==> src/rtl/core/pstt_pkg.sv <==
// Shared types and constants for the priority sorted task table.
package pstt_pkg;

  localparam int DEPTH = 16;
  localparam int IdxW  = (DEPTH > 1) ? $clog2(DEPTH) : 1;
  localparam int CntW  = $clog2(DEPTH + 1);
  localparam int PosW  = 4;
  localparam int CmpW  = (CntW > PosW) ? CntW : PosW;
  localparam int OutCntW = 5;

  typedef enum logic [1:0] {
    OP_INSERT = 2'd0,
    OP_REMOVE = 2'd1,
    OP_READ   = 2'd2
  } op_e;

  typedef struct packed {
    logic [7:0] id;
    logic [7:0] pri;
  } entry_t;

  typedef struct packed {
    logic            we;
    logic [IdxW-1:0] waddr;
    entry_t          wdata;
    logic [IdxW-1:0] raddr;
  } mem_req_t;

  typedef struct packed {
    logic               ok;
    logic [7:0]         id;
    logic [7:0]         pri;
    logic [OutCntW-1:0] count;
  } rsp_t;

endpackage

==> src/rtl/core/pstt_if.sv <==
// Request and response channel interfaces of the task table.
interface pstt_req_if;
  logic       valid;
  logic       ready;
  logic [1:0] operation;
  logic [7:0] task_id;
  logic [7:0] task_priority;
  logic [3:0] position;

  modport source (output valid, operation, task_id, task_priority, position, input ready);
  modport sink (input valid, operation, task_id, task_priority, position, output ready);
endinterface

interface pstt_rsp_if;
  logic       valid;
  logic       ready;
  logic       ok;
  logic [7:0] read_task_id;
  logic [7:0] read_priority;
  logic [4:0] entry_count;

  modport source (output valid, ok, read_task_id, read_priority, entry_count, input ready);
  modport sink (input valid, ok, read_task_id, read_priority, entry_count, output ready);
endinterface

==> src/rtl/core/priority_sorted_task_table.sv <==
// Priority sorted task table: insert by priority, remove or read at a position.
// Insert reads each entry from the end and writes it one slot up until the word lands;
// remove moves each entry after the position one slot down; read waits for read data.
// One word at a time, the next taken once the result registers; a full response register
// stalls the sequencer in its done state. Each entry moved takes a read and a write state.
// Reset: count clears to zero, no word pending; entry storage is not cleared.
module priority_sorted_task_table (
  input  logic       clk_i,
  input  logic       rst_ni,
  pstt_req_if.sink   req_i,
  pstt_rsp_if.source rsp_o
);

  pstt_pkg::mem_req_t mem_req;
  pstt_pkg::entry_t   mem_rdata;
  pstt_pkg::rsp_t     seq_rsp;
  pstt_pkg::rsp_t     rsp_q;
  logic               rsp_valid_q;
  logic               room;
  logic               done;

  assign room = !rsp_valid_q || rsp_o.ready;

  pstt_mem u_mem (
    .clk_i   (clk_i),
    .req_i   (mem_req),
    .rdata_o (mem_rdata)
  );

  pstt_seq u_seq (
    .clk_i       (clk_i),
    .rst_ni      (rst_ni),
    .req_valid_i (req_i.valid),
    .req_op_i    (req_i.operation),
    .req_id_i    (req_i.task_id),
    .req_pri_i   (req_i.task_priority),
    .req_pos_i   (req_i.position),
    .req_ready_o (req_i.ready),
    .room_i      (room),
    .done_o      (done),
    .rsp_o       (seq_rsp),
    .mem_req_o   (mem_req),
    .mem_rdata_i (mem_rdata)
  );

  always_ff @(posedge clk_i or negedge rst_ni) begin
    if (!rst_ni) begin
      rsp_valid_q <= 1'b0;
    end else if (done) begin
      rsp_valid_q <= 1'b1;
    end else if (rsp_o.ready) begin
      rsp_valid_q <= 1'b0;
    end
  end

  always_ff @(posedge clk_i) begin
    if (done) begin
      rsp_q <= seq_rsp;
    end
  end

  assign rsp_o.valid         = rsp_valid_q;
  assign rsp_o.ok            = rsp_q.ok;
  assign rsp_o.read_task_id  = rsp_q.id;
  assign rsp_o.read_priority = rsp_q.pri;
  assign rsp_o.entry_count   = rsp_q.count;

endmodule

==> src/rtl/core/pstt_mem.sv <==
// Entry storage: one write port, one read port with registered read data.
module pstt_mem (
  input  logic               clk_i,
  input  pstt_pkg::mem_req_t req_i,
  output pstt_pkg::entry_t   rdata_o
);

  pstt_pkg::entry_t mem_q [pstt_pkg::DEPTH];
  pstt_pkg::entry_t rdata_q;

  always_ff @(posedge clk_i) begin
    if (req_i.we) begin
      mem_q[req_i.waddr] <= req_i.wdata;
    end
    rdata_q <= mem_q[req_i.raddr];
  end

  assign rdata_o = rdata_q;

endmodule

==> src/rtl/core/pstt_seq.sv <==
// Sequencer: walks the table one entry at a time to insert, remove or read.
module pstt_seq (
  input  logic               clk_i,
  input  logic               rst_ni,
  input  logic               req_valid_i,
  input  logic [1:0]         req_op_i,
  input  logic [7:0]         req_id_i,
  input  logic [7:0]         req_pri_i,
  input  logic [3:0]         req_pos_i,
  output logic               req_ready_o,
  input  logic               room_i,
  output logic               done_o,
  output pstt_pkg::rsp_t     rsp_o,
  output pstt_pkg::mem_req_t mem_req_o,
  input  pstt_pkg::entry_t   mem_rdata_i
);

  localparam int CntW = pstt_pkg::CntW;
  localparam int IdxW = pstt_pkg::IdxW;
  localparam int CmpW = pstt_pkg::CmpW;

  typedef enum logic [6:0] {
    S_IDLE    = 7'b0000001,
    S_INS_RD  = 7'b0000010,
    S_INS_CMP = 7'b0000100,
    S_REM_RD  = 7'b0001000,
    S_REM_WR  = 7'b0010000,
    S_RD_WAIT = 7'b0100000,
    S_DONE    = 7'b1000000
  } state_e;

  state_e          state_q, state_d;
  logic [CntW-1:0] count_q, count_d;
  logic [CntW-1:0] k_q, k_d;
  logic [7:0]      id_q, id_d;
  logic [7:0]      pri_q, pri_d;
  logic            ok_q, ok_d;
  logic [7:0]      rid_q, rid_d;
  logic [7:0]      rpri_q, rpri_d;
  logic            pos_ok;
  logic            full;
  pstt_pkg::entry_t new_entry;

  assign pos_ok    = CmpW'(req_pos_i) < CmpW'(count_q);
  assign full      = count_q == CntW'(pstt_pkg::DEPTH);
  assign new_entry = '{id: id_q, pri: pri_q};

  always_comb begin
    state_d   = state_q;
    count_d   = count_q;
    k_d       = k_q;
    id_d      = id_q;
    pri_d     = pri_q;
    ok_d      = ok_q;
    rid_d     = rid_q;
    rpri_d    = rpri_q;
    mem_req_o = '0;
    done_o    = 1'b0;
    unique case (state_q)
      S_IDLE: begin
        if (req_valid_i) begin
          id_d   = req_id_i;
          pri_d  = req_pri_i;
          ok_d   = 1'b0;
          rid_d  = '0;
          rpri_d = '0;
          mem_req_o.raddr = IdxW'(req_pos_i);
          unique case (req_op_i)
            pstt_pkg::OP_INSERT: begin
              k_d     = count_q;
              state_d = full ? S_DONE : S_INS_RD;
            end
            pstt_pkg::OP_REMOVE: begin
              k_d     = CntW'(req_pos_i);
              state_d = pos_ok ? S_REM_RD : S_DONE;
            end
            pstt_pkg::OP_READ: begin
              state_d = pos_ok ? S_RD_WAIT : S_DONE;
            end
            default: state_d = S_DONE;
          endcase
        end
      end
      S_INS_RD: begin
        if (k_q == '0) begin
          mem_req_o.we    = 1'b1;
          mem_req_o.waddr = '0;
          mem_req_o.wdata = new_entry;
          count_d = count_q + 1'b1;
          ok_d    = 1'b1;
          state_d = S_DONE;
        end else begin
          mem_req_o.raddr = IdxW'(k_q - 1'b1);
          state_d = S_INS_CMP;
        end
      end
      S_INS_CMP: begin
        mem_req_o.we    = 1'b1;
        mem_req_o.waddr = IdxW'(k_q);
        if (mem_rdata_i.pri <= pri_q) begin
          // found the slot just above all entries of lower or equal priority
          mem_req_o.wdata = new_entry;
          count_d = count_q + 1'b1;
          ok_d    = 1'b1;
          state_d = S_DONE;
        end else begin
          mem_req_o.wdata = mem_rdata_i;
          k_d     = k_q - 1'b1;
          state_d = S_INS_RD;
        end
      end
      S_REM_RD: begin
        if ((k_q + 1'b1) >= count_q) begin
          count_d = count_q - 1'b1;
          ok_d    = 1'b1;
          state_d = S_DONE;
        end else begin
          mem_req_o.raddr = IdxW'(k_q + 1'b1);
          state_d = S_REM_WR;
        end
      end
      S_REM_WR: begin
        mem_req_o.we    = 1'b1;
        mem_req_o.waddr = IdxW'(k_q);
        mem_req_o.wdata = mem_rdata_i;
        k_d     = k_q + 1'b1;
        state_d = S_REM_RD;
      end
      S_RD_WAIT: begin
        rid_d   = mem_rdata_i.id;
        rpri_d  = mem_rdata_i.pri;
        ok_d    = 1'b1;
        state_d = S_DONE;
      end
      S_DONE: begin
        if (room_i) begin
          done_o  = 1'b1;
          state_d = S_IDLE;
        end
      end
      default: state_d = S_IDLE;
    endcase
  end

  always_ff @(posedge clk_i or negedge rst_ni) begin
    if (!rst_ni) begin
      state_q <= S_IDLE;
      count_q <= '0;
    end else begin
      state_q <= state_d;
      count_q <= count_d;
    end
  end

  always_ff @(posedge clk_i) begin
    k_q    <= k_d;
    id_q   <= id_d;
    pri_q  <= pri_d;
    ok_q   <= ok_d;
    rid_q  <= rid_d;
    rpri_q <= rpri_d;
  end

  assign req_ready_o = state_q == S_IDLE;
  assign rsp_o = '{ok: ok_q, id: rid_q, pri: rpri_q,
                   count: pstt_pkg::OutCntW'(count_q)};

endmodule

==> src/flat_wrapper.sv <==
// flat-port wrapper written by rule: the top's interface ports become plain ports
module priority_sorted_task_table_flat 
  (clk_i, rst_ni, req_i_valid, req_i_operation, req_i_task_id, req_i_task_priority, req_i_position, req_i_ready, rsp_o_valid, rsp_o_ok, rsp_o_read_task_id, rsp_o_read_priority, rsp_o_entry_count, rsp_o_ready);
  pstt_req_if req_i_i ();
  pstt_rsp_if rsp_o_i ();
  input  logic clk_i;
  input  logic rst_ni;
  input wire logic [$bits(req_i_i.valid)-1:0] req_i_valid;
  input wire logic [$bits(req_i_i.operation)-1:0] req_i_operation;
  input wire logic [$bits(req_i_i.task_id)-1:0] req_i_task_id;
  input wire logic [$bits(req_i_i.task_priority)-1:0] req_i_task_priority;
  input wire logic [$bits(req_i_i.position)-1:0] req_i_position;
  output wire logic [$bits(req_i_i.ready)-1:0] req_i_ready;
  output wire logic [$bits(rsp_o_i.valid)-1:0] rsp_o_valid;
  output wire logic [$bits(rsp_o_i.ok)-1:0] rsp_o_ok;
  output wire logic [$bits(rsp_o_i.read_task_id)-1:0] rsp_o_read_task_id;
  output wire logic [$bits(rsp_o_i.read_priority)-1:0] rsp_o_read_priority;
  output wire logic [$bits(rsp_o_i.entry_count)-1:0] rsp_o_entry_count;
  input wire logic [$bits(rsp_o_i.ready)-1:0] rsp_o_ready;
  assign req_i_i.valid = req_i_valid;
  assign req_i_i.operation = req_i_operation;
  assign req_i_i.task_id = req_i_task_id;
  assign req_i_i.task_priority = req_i_task_priority;
  assign req_i_i.position = req_i_position;
  assign req_i_ready = req_i_i.ready;
  assign rsp_o_valid = rsp_o_i.valid;
  assign rsp_o_ok = rsp_o_i.ok;
  assign rsp_o_read_task_id = rsp_o_i.read_task_id;
  assign rsp_o_read_priority = rsp_o_i.read_priority;
  assign rsp_o_entry_count = rsp_o_i.entry_count;
  assign rsp_o_i.ready = rsp_o_ready;
  priority_sorted_task_table u_core (.clk_i(clk_i), .rst_ni(rst_ni), .req_i(req_i_i), .rsp_o(rsp_o_i));
endmodule
==> config.mk <==
export PLATFORM = sky130hd
export DESIGN_NAME = priority_sorted_task_table_flat
export DESIGN_NICKNAME = d
export VERILOG_FILES = /design/src/rtl/core/pstt_pkg.sv /design/src/rtl/core/pstt_if.sv /design/src/rtl/core/priority_sorted_task_table.sv /design/src/rtl/core/pstt_mem.sv /design/src/rtl/core/pstt_seq.sv /design/src/flat_wrapper.sv
export SDC_FILE = /design/constraint.sdc
export NUM_CORES = 1
export LEC_CHECK = 0
export CAP_MARGIN = 0
export CORE_MARGIN = 5
export CORE_UTILIZATION = 35
export DETAILED_ROUTE_END_ITERATION = 10
export DONT_BUFFER_PORTS = 1
export GPL_ROUTABILITY_DRIVEN = 0
export PLACE_DENSITY_LB_ADDON = 0.08
export RECOVER_POWER = 100
export SLEW_MARGIN = 10
export SYNTH_ARGS = -nofsm -noshare
export SYNTH_HDL_FRONTEND = slang
export SYNTH_SLANG_ARGS = --single-unit
==> constraint.sdc <==
create_clock -name clk_i -period 4.3 [get_ports clk_i]
set_clock_uncertainty 0.15 [all_clocks]
set_input_delay 1.29 -clock clk_i [delete_from_list [all_inputs] [get_ports clk_i]]
set_output_delay 1.29 -clock clk_i [all_outputs]
set_load 0.005 [all_outputs]
* Yosys cells after proc, flatten, opt, wreduce, memory -nomap -nowiden
Memory sizes are Yosys's and may differ from the RTL's. A register that Yosys moved wholly into a read port is not among the register bits.
Index checks and enable logic that the tools add are counted.
** Storage, ports and cells
- Bits in registers :: 73
- Memories :: 1
- ROM bits :: 0
- Latch bits :: 0
- Memory bits (writable) :: 256
- Output and inout bits :: 24
** Memory list
- u_core.u_mem.mem_q :: depth 16, width 16, rd ports 1, clocked after memory_dff 1, wr ports 1, line pstt_mem.sv:8 : pstt_pkg::entry_t mem_q [pstt_pkg::DEPTH];
** Cells by class
- Magnitude comparators :: 3
- Reductions and logical operators :: 15
- Equality and inequality tests :: 17
- Bitwise gates (word level) :: 0
- Add/subtract/negate cells :: 4
- $mul :: 0
- Shifts and indexed selects :: 0
- Divide/modulo/power cells :: 0
- Multiplexer cells :: 39
** Operators with widths (count)
- case mux 21 bit (3 select lines) :: 1
- 2-to-1 mux 7 bit :: 8
- case mux 7 bit (7 select lines) :: 1
- case mux 8 bit (2 select lines) :: 2
- case mux 5 bit (3 select lines) :: 2
- 2-to-1 mux 5 bit :: 5
- 2-to-1 mux 21 bit :: 1
- case mux 7 bit (3 select lines) :: 1
- 2-to-1 mux 16 bit :: 1
- 2-to-1 mux 4 bit :: 3
- case mux 4 bit (3 select lines) :: 1
- adder 5 x 1 -> 5 bit, second input constant :: 2
- 2-to-1 mux 1 bit :: 10
- != test 2 bit, second input constant :: 5
- case mux 5 bit (2 select lines) :: 1
- subtractor 5 x 1 -> 5 bit, second input constant :: 2
- <= comparator 8 bit :: 1
- 2-to-1 mux 8 bit :: 1
- AND reduction 4 bit :: 2
- equality test 7 x 1 -> 1 bit, second input constant :: 1
- equality test 7 x 2 -> 1 bit, second input constant :: 1
- equality test 7 x 3 -> 1 bit, second input constant :: 1
- equality test 7 x 4 -> 1 bit, second input constant :: 1
- equality test 7 x 5 -> 1 bit, second input constant :: 1
- other kinds (19) :: 23

* Logic depth before layout (Yosys ltp)
- Depth in word-level cells :: 5
- Gate-level depth with buffers :: 14
- Mapped depth without buffers :: 12

* Cells and area by module
Synthesis repeated with hierarchy kept, for this count alone.
** Second synthesis, totals
- Cells, all modules :: 732
- Area, all modules :: 13858.3 um2
** By module, submodules not included
- pstt_mem :: sequential area each 8007.7 um2, times used 1, area each 10042.1 um2, cells an instance 432
- pstt_seq :: sequential area each 1442.6 um2, times used 1, area each 3108.0 um2, cells an instance 275
- priority_sorted_task_table :: sequential area each 685.7 um2, times used 1, area each 708.2 um2, cells an instance 25

* Worst setup path before layout
No wires, ideal clock.
- Kind :: reg-to-reg
- Start point :: register u_core.u_seq.k_q[0]
- End point :: register u_core.u_mem.rdata_o[12] (netlist name)
- Cell stages (with the launch flop) :: 15
- Path slack :: 0.909 ns
- Arrival time :: 3.110 ns
- Library setup time :: 0.130 ns
- Buffers on the path :: 3
- Cells stage by stage :: edfxtp_1 > clkbuf_1 > inv_1 > ha_1 > ha_1 > nand2_1 > o21ai_1 > a31o_2 > inv_2 > a221oi_4 > buf_6 > nor3_2 > buf_2 > a22oi_1 > nand4_1
** On the way
- Cells in the longest elaborated chain, start to end :: 4
- Elaborated cells on any way between the ends :: 7
** RTL lines
- start: declaration :: line pstt_seq.sv:34 : logic [CntW-1:0] k_q, k_d;
- start signal: assignment :: line pstt_seq.sv:156 : k_q <= k_d;
- adder 5 x 1 -> 5 bit :: line pstt_seq.sv:113 : if ((k_q + 1'b1) >= count_q) begin
- >= comparator 5 bit :: line pstt_seq.sv:113
- 2-to-1 mux 4 bit :: line pstt_seq.sv:113
- case mux 4 bit (3 select lines) * :: line pstt_seq.sv:59 : unique case (state_q)
Mark *: on every way between the ends. The rest lies on a longest branch, timed or not.
A chain may end at the register's enable or synchronous reset.

* Worst setup path after layout
- Start point :: register u_core.u_seq.k_q[0]
- End point :: register u_core.u_mem.rdata_o[3] (netlist name)
** On the way
- Cells in the longest elaborated chain, start to end :: 4
- Elaborated cells on any way between the ends :: 7
** RTL lines (line)
- adder 5 x 1 -> 5 bit :: pstt_seq.sv:113
- >= comparator 5 bit :: pstt_seq.sv:113
- 2-to-1 mux 4 bit :: pstt_seq.sv:113
- case mux 4 bit (3 select lines) * :: pstt_seq.sv:59
Marked as above.

==> metrics <==
run status=completed; Rows=76; Slew Limit Fails=0; initial antenna violation count=0; Clock Latency Late Sink=about 0.56 ns; post-CTS setup buffers=0; total routed wirelength=44900 um; Post-CTS Hold Buffers=0; DR vias/cell=5.52; synthesized instance count=1166; CTS resizes=0; Mapped Area=0.0151 mm^2; Final Critical Period=3.99 ns; Primary FF master, synth=edfxtp_1; M1 WL=20500 um; Synthesis Warnings=0; maxcap violations=0; nets=~1200; drt first pass iters=5; DRC violations left=0; post-DP HPWL=25500 um; port buffer count=0; kind of critical path=reg -> reg; Die Span Y=218 um; effective utilization at floorplan=between 30% and 40%; Crit. End Element=flop; Avg Inst Size Synth=12.9 um^2; Slowest cell on crit path=nor3_2; Post-synth ARST share=3.77%; H-tree depth=2; PwrDens=between 500 and 600 mW/mm^2; Root Buffer=clkbuf_16; critical path cell sequence=buf_4, nand3_1, xnor2_1, ha_1, a21oi_1, nand3_1, a31o_2, inv_2, a221o_2, nor3_2, clkbuf_2, a22oi_1, nand4_1; Max-slew headroom=12.3%; Layout area overhead=13.1%; CP max FO=11; delay-heaviest family, CP=simple AND/OR/NAND/NOR gates; highest metal used=met4; arrival time worst endpoint=4.31 ns; Iter 0 DRT Violations=892; antenna viol nets, final=0; CTS sink cnt=345; Clock transition at path regs=0.06 ns; achievable clock frequency=251 MHz; Die X=218 um; Slew @ Worst Pin=1.32 ns; gr usage total=a little under a fifth; CTS tree=built; Buf+Inv Stages, Crit Path=3; full die area=between 0.04 and 0.05 mm^2; top-level I/O count=50; vias in the first global route=between 9000 and 10000; library cells used by synthesis=70; register area share after synthesis=67.2%; Tot Pwr=9.46 mW; setup TNS=0 ns; largest net degree at the start of global routing=126; critical path's most frequent cell=nand3_1; fin crit share=92.7%; routed via count=9809; Startpoint Class=flop; layout cell share with drive strength beyond 1=11.1%; worst path required time=4.63 ns; RSZ-0062 raised after global routing=no; Final Setup Violations=0; Final Hold Vio Count=0; peak supply drop=0.000226 V; post-synthesis register bit count=345; gr ovfl total=0; Leakage=5.89 nW; Max Buffers Root-to-Sink=3; first-pass GRT wire length=66300 um; max incr delay on CP=between 0.7 and 0.8 ns; met2 routed WL=approximately 21000 um; Mapped Nets=between 1000 and 1500; Core Region=0.0429 mm^2; Post-synth EDFFs=316; routed length on met3=2440 um; total CTS buffers=39; Avg WL per Cell=~25 um; Hold Crit Class=reg -> reg; Diodes inserted=0
[cells in the final DEF (no fill, tap or decap), types with 16 or more instances in the layout]
master     instances
edfxtp_1         316
nand2_1          144
dfxtp_1           16
o22ai_1           83
a21oi_1           24
a22o_1            17
clkbuf_16         39
nor2_1            35
clkbuf_2          16
nand4b_1          31
buf_4             17
o21ai_0           36
a22oi_1           56
nand4_1           18
ha_1              21
nand3_1          108
clkbuf_1          22
inv_1             21
[path summary, 6_finish.rpt]
path / depth (start not counted) / from / end / slack (ns)
min reg2reg: 0 / u_core.u_seq.rpri_q[1] / u_core.rsp_o.read_priority[1] / 0.27
min: 0 / u_core.u_seq.rpri_q[1] / u_core.rsp_o.read_priority[1] / 0.27
max reg2reg: 13 / u_core.u_seq.k_q[0] / u_core.u_mem.rdata_o[3] / 0.31
min in group asynchronous: 0 / rst_ni / u_core.u_seq.count_q[2] / 0.28
max in group asynchronous: 0 / rst_ni / u_core.u_seq.state_q[0] / 3.55
max: 13 / u_core.u_seq.k_q[0] / u_core.u_mem.rdata_o[3] / 0.31
[metal layers]
layer | track usage [%] | up-vias
met5 | 0 | -
met3 | 3.03 | 61
met2 | 29.5 | 307
li1 | - | 4507
met4 | 4.36 | 0
met1 | 27.2 | 4934
[registers in the layout (all words and copies together), names as in the netlist]
name                        cells
u_core.u_seq.k_q                5
u_core.rsp_o.read_task_id       8
u_core.u_seq.id_q               8
u_core.rsp_o.ok                 1
u_core.u_seq.pri_q              8
u_core.u_mem.rdata_o           16
u_core.rsp_o.read_priority      8
u_core.u_seq.rid_q              8
u_core.u_seq.ok_q               1
u_core.u_seq.rpri_q             8
u_core.u_seq.count_q            5
u_core.u_mem.mem_q            256
u_core.rsp_o.valid              1
u_core.u_seq.state_q            7
u_core.rsp_o.entry_count        5
[power breakdown]
group          leakage, nW  internal (mW)  switching [mW]
clock                0.611           1.99            1.34
sequential            2.82           3.90           0.171
combinational         2.46          0.737            1.32
total                 5.89           6.62            2.83
[cell type report]
type / count / area, um^2
Multi-Input combinational cell: 709 / 4500
Clock buffer: 60 / 1080
Fill cell: 4001 / 25800
Timing Repair Buffer: 43 / 343
Inverter: 23 / 88.8
Clock inverter: 11 / 173
Tap cell: 585 / 732
Sequential cell: 345 / 10100
[cells in the mapped netlist (all sizes together), types with 17 or more instances]
cell type,n,area share [%]
inv,23,0.59
a22oi,56,2.8
o22ai,83,3.4
a21oi,24,0.80
nand3,108,3.7
nand4b,31,1.8
nor2,47,1.2
o21ai,37,1.2
edfxtp,316,63
ha,21,1.7
a22o,17,0.99
clkbuf,56,1.4
buf,33,1.3
nand4,18,0.75
and2,19,0.79
nand2,144,3.6
[logic make-up (layout without fill, tap and decap cells)]
family,after synthesis,after routing,synth area share [%]
mux,7,7,0.465
compound gates,261,261,12.2
flops,345,345,67.2
xor+xnor,11,11,0.639
simple gates,408,408,14.3
fa+ha+maj,22,22,1.88
buf+inv,112,137,3.32
[worst reg2reg max path, stage by stage (launching register included)]
cell      delay [ns]
edfxtp_1        0.37
buf_4           0.23
nand3_1         0.11
xnor2_1         0.44
ha_1            0.24
a21oi_1         0.09
nand3_1         0.17
a31o_2          0.15
inv_2           0.10
a221o_2         0.49
nor3_2          0.74
clkbuf_2        0.37
a22oi_1         0.12
nand4_1         0.15
[per-stage QoR]
step / hold slack, ns / setup slack [ns] / instance area [um^2] / std cells / utilization (%)
6_report: 0.267 / 0.313 / 17100 / 1776 / 39.8
5_1_grt: 0.252 / 0.0764 / 17100 / 1776 / 39.8
4_1_cts: 0.245 / 0.340 / 17200 / 1776 / 40.0
3_5_place_dp: 0.255 / 0.369 / 15900 / 1705 / 37.1
3_3_place_gp: 0.253 / 0.500 / 15900 / 1705 / 37.1
2_1_floorplan: 0.250 / 0.909 / 15100 / 1166 / -
No activity file was read; power rests on OpenSTA's default activity.
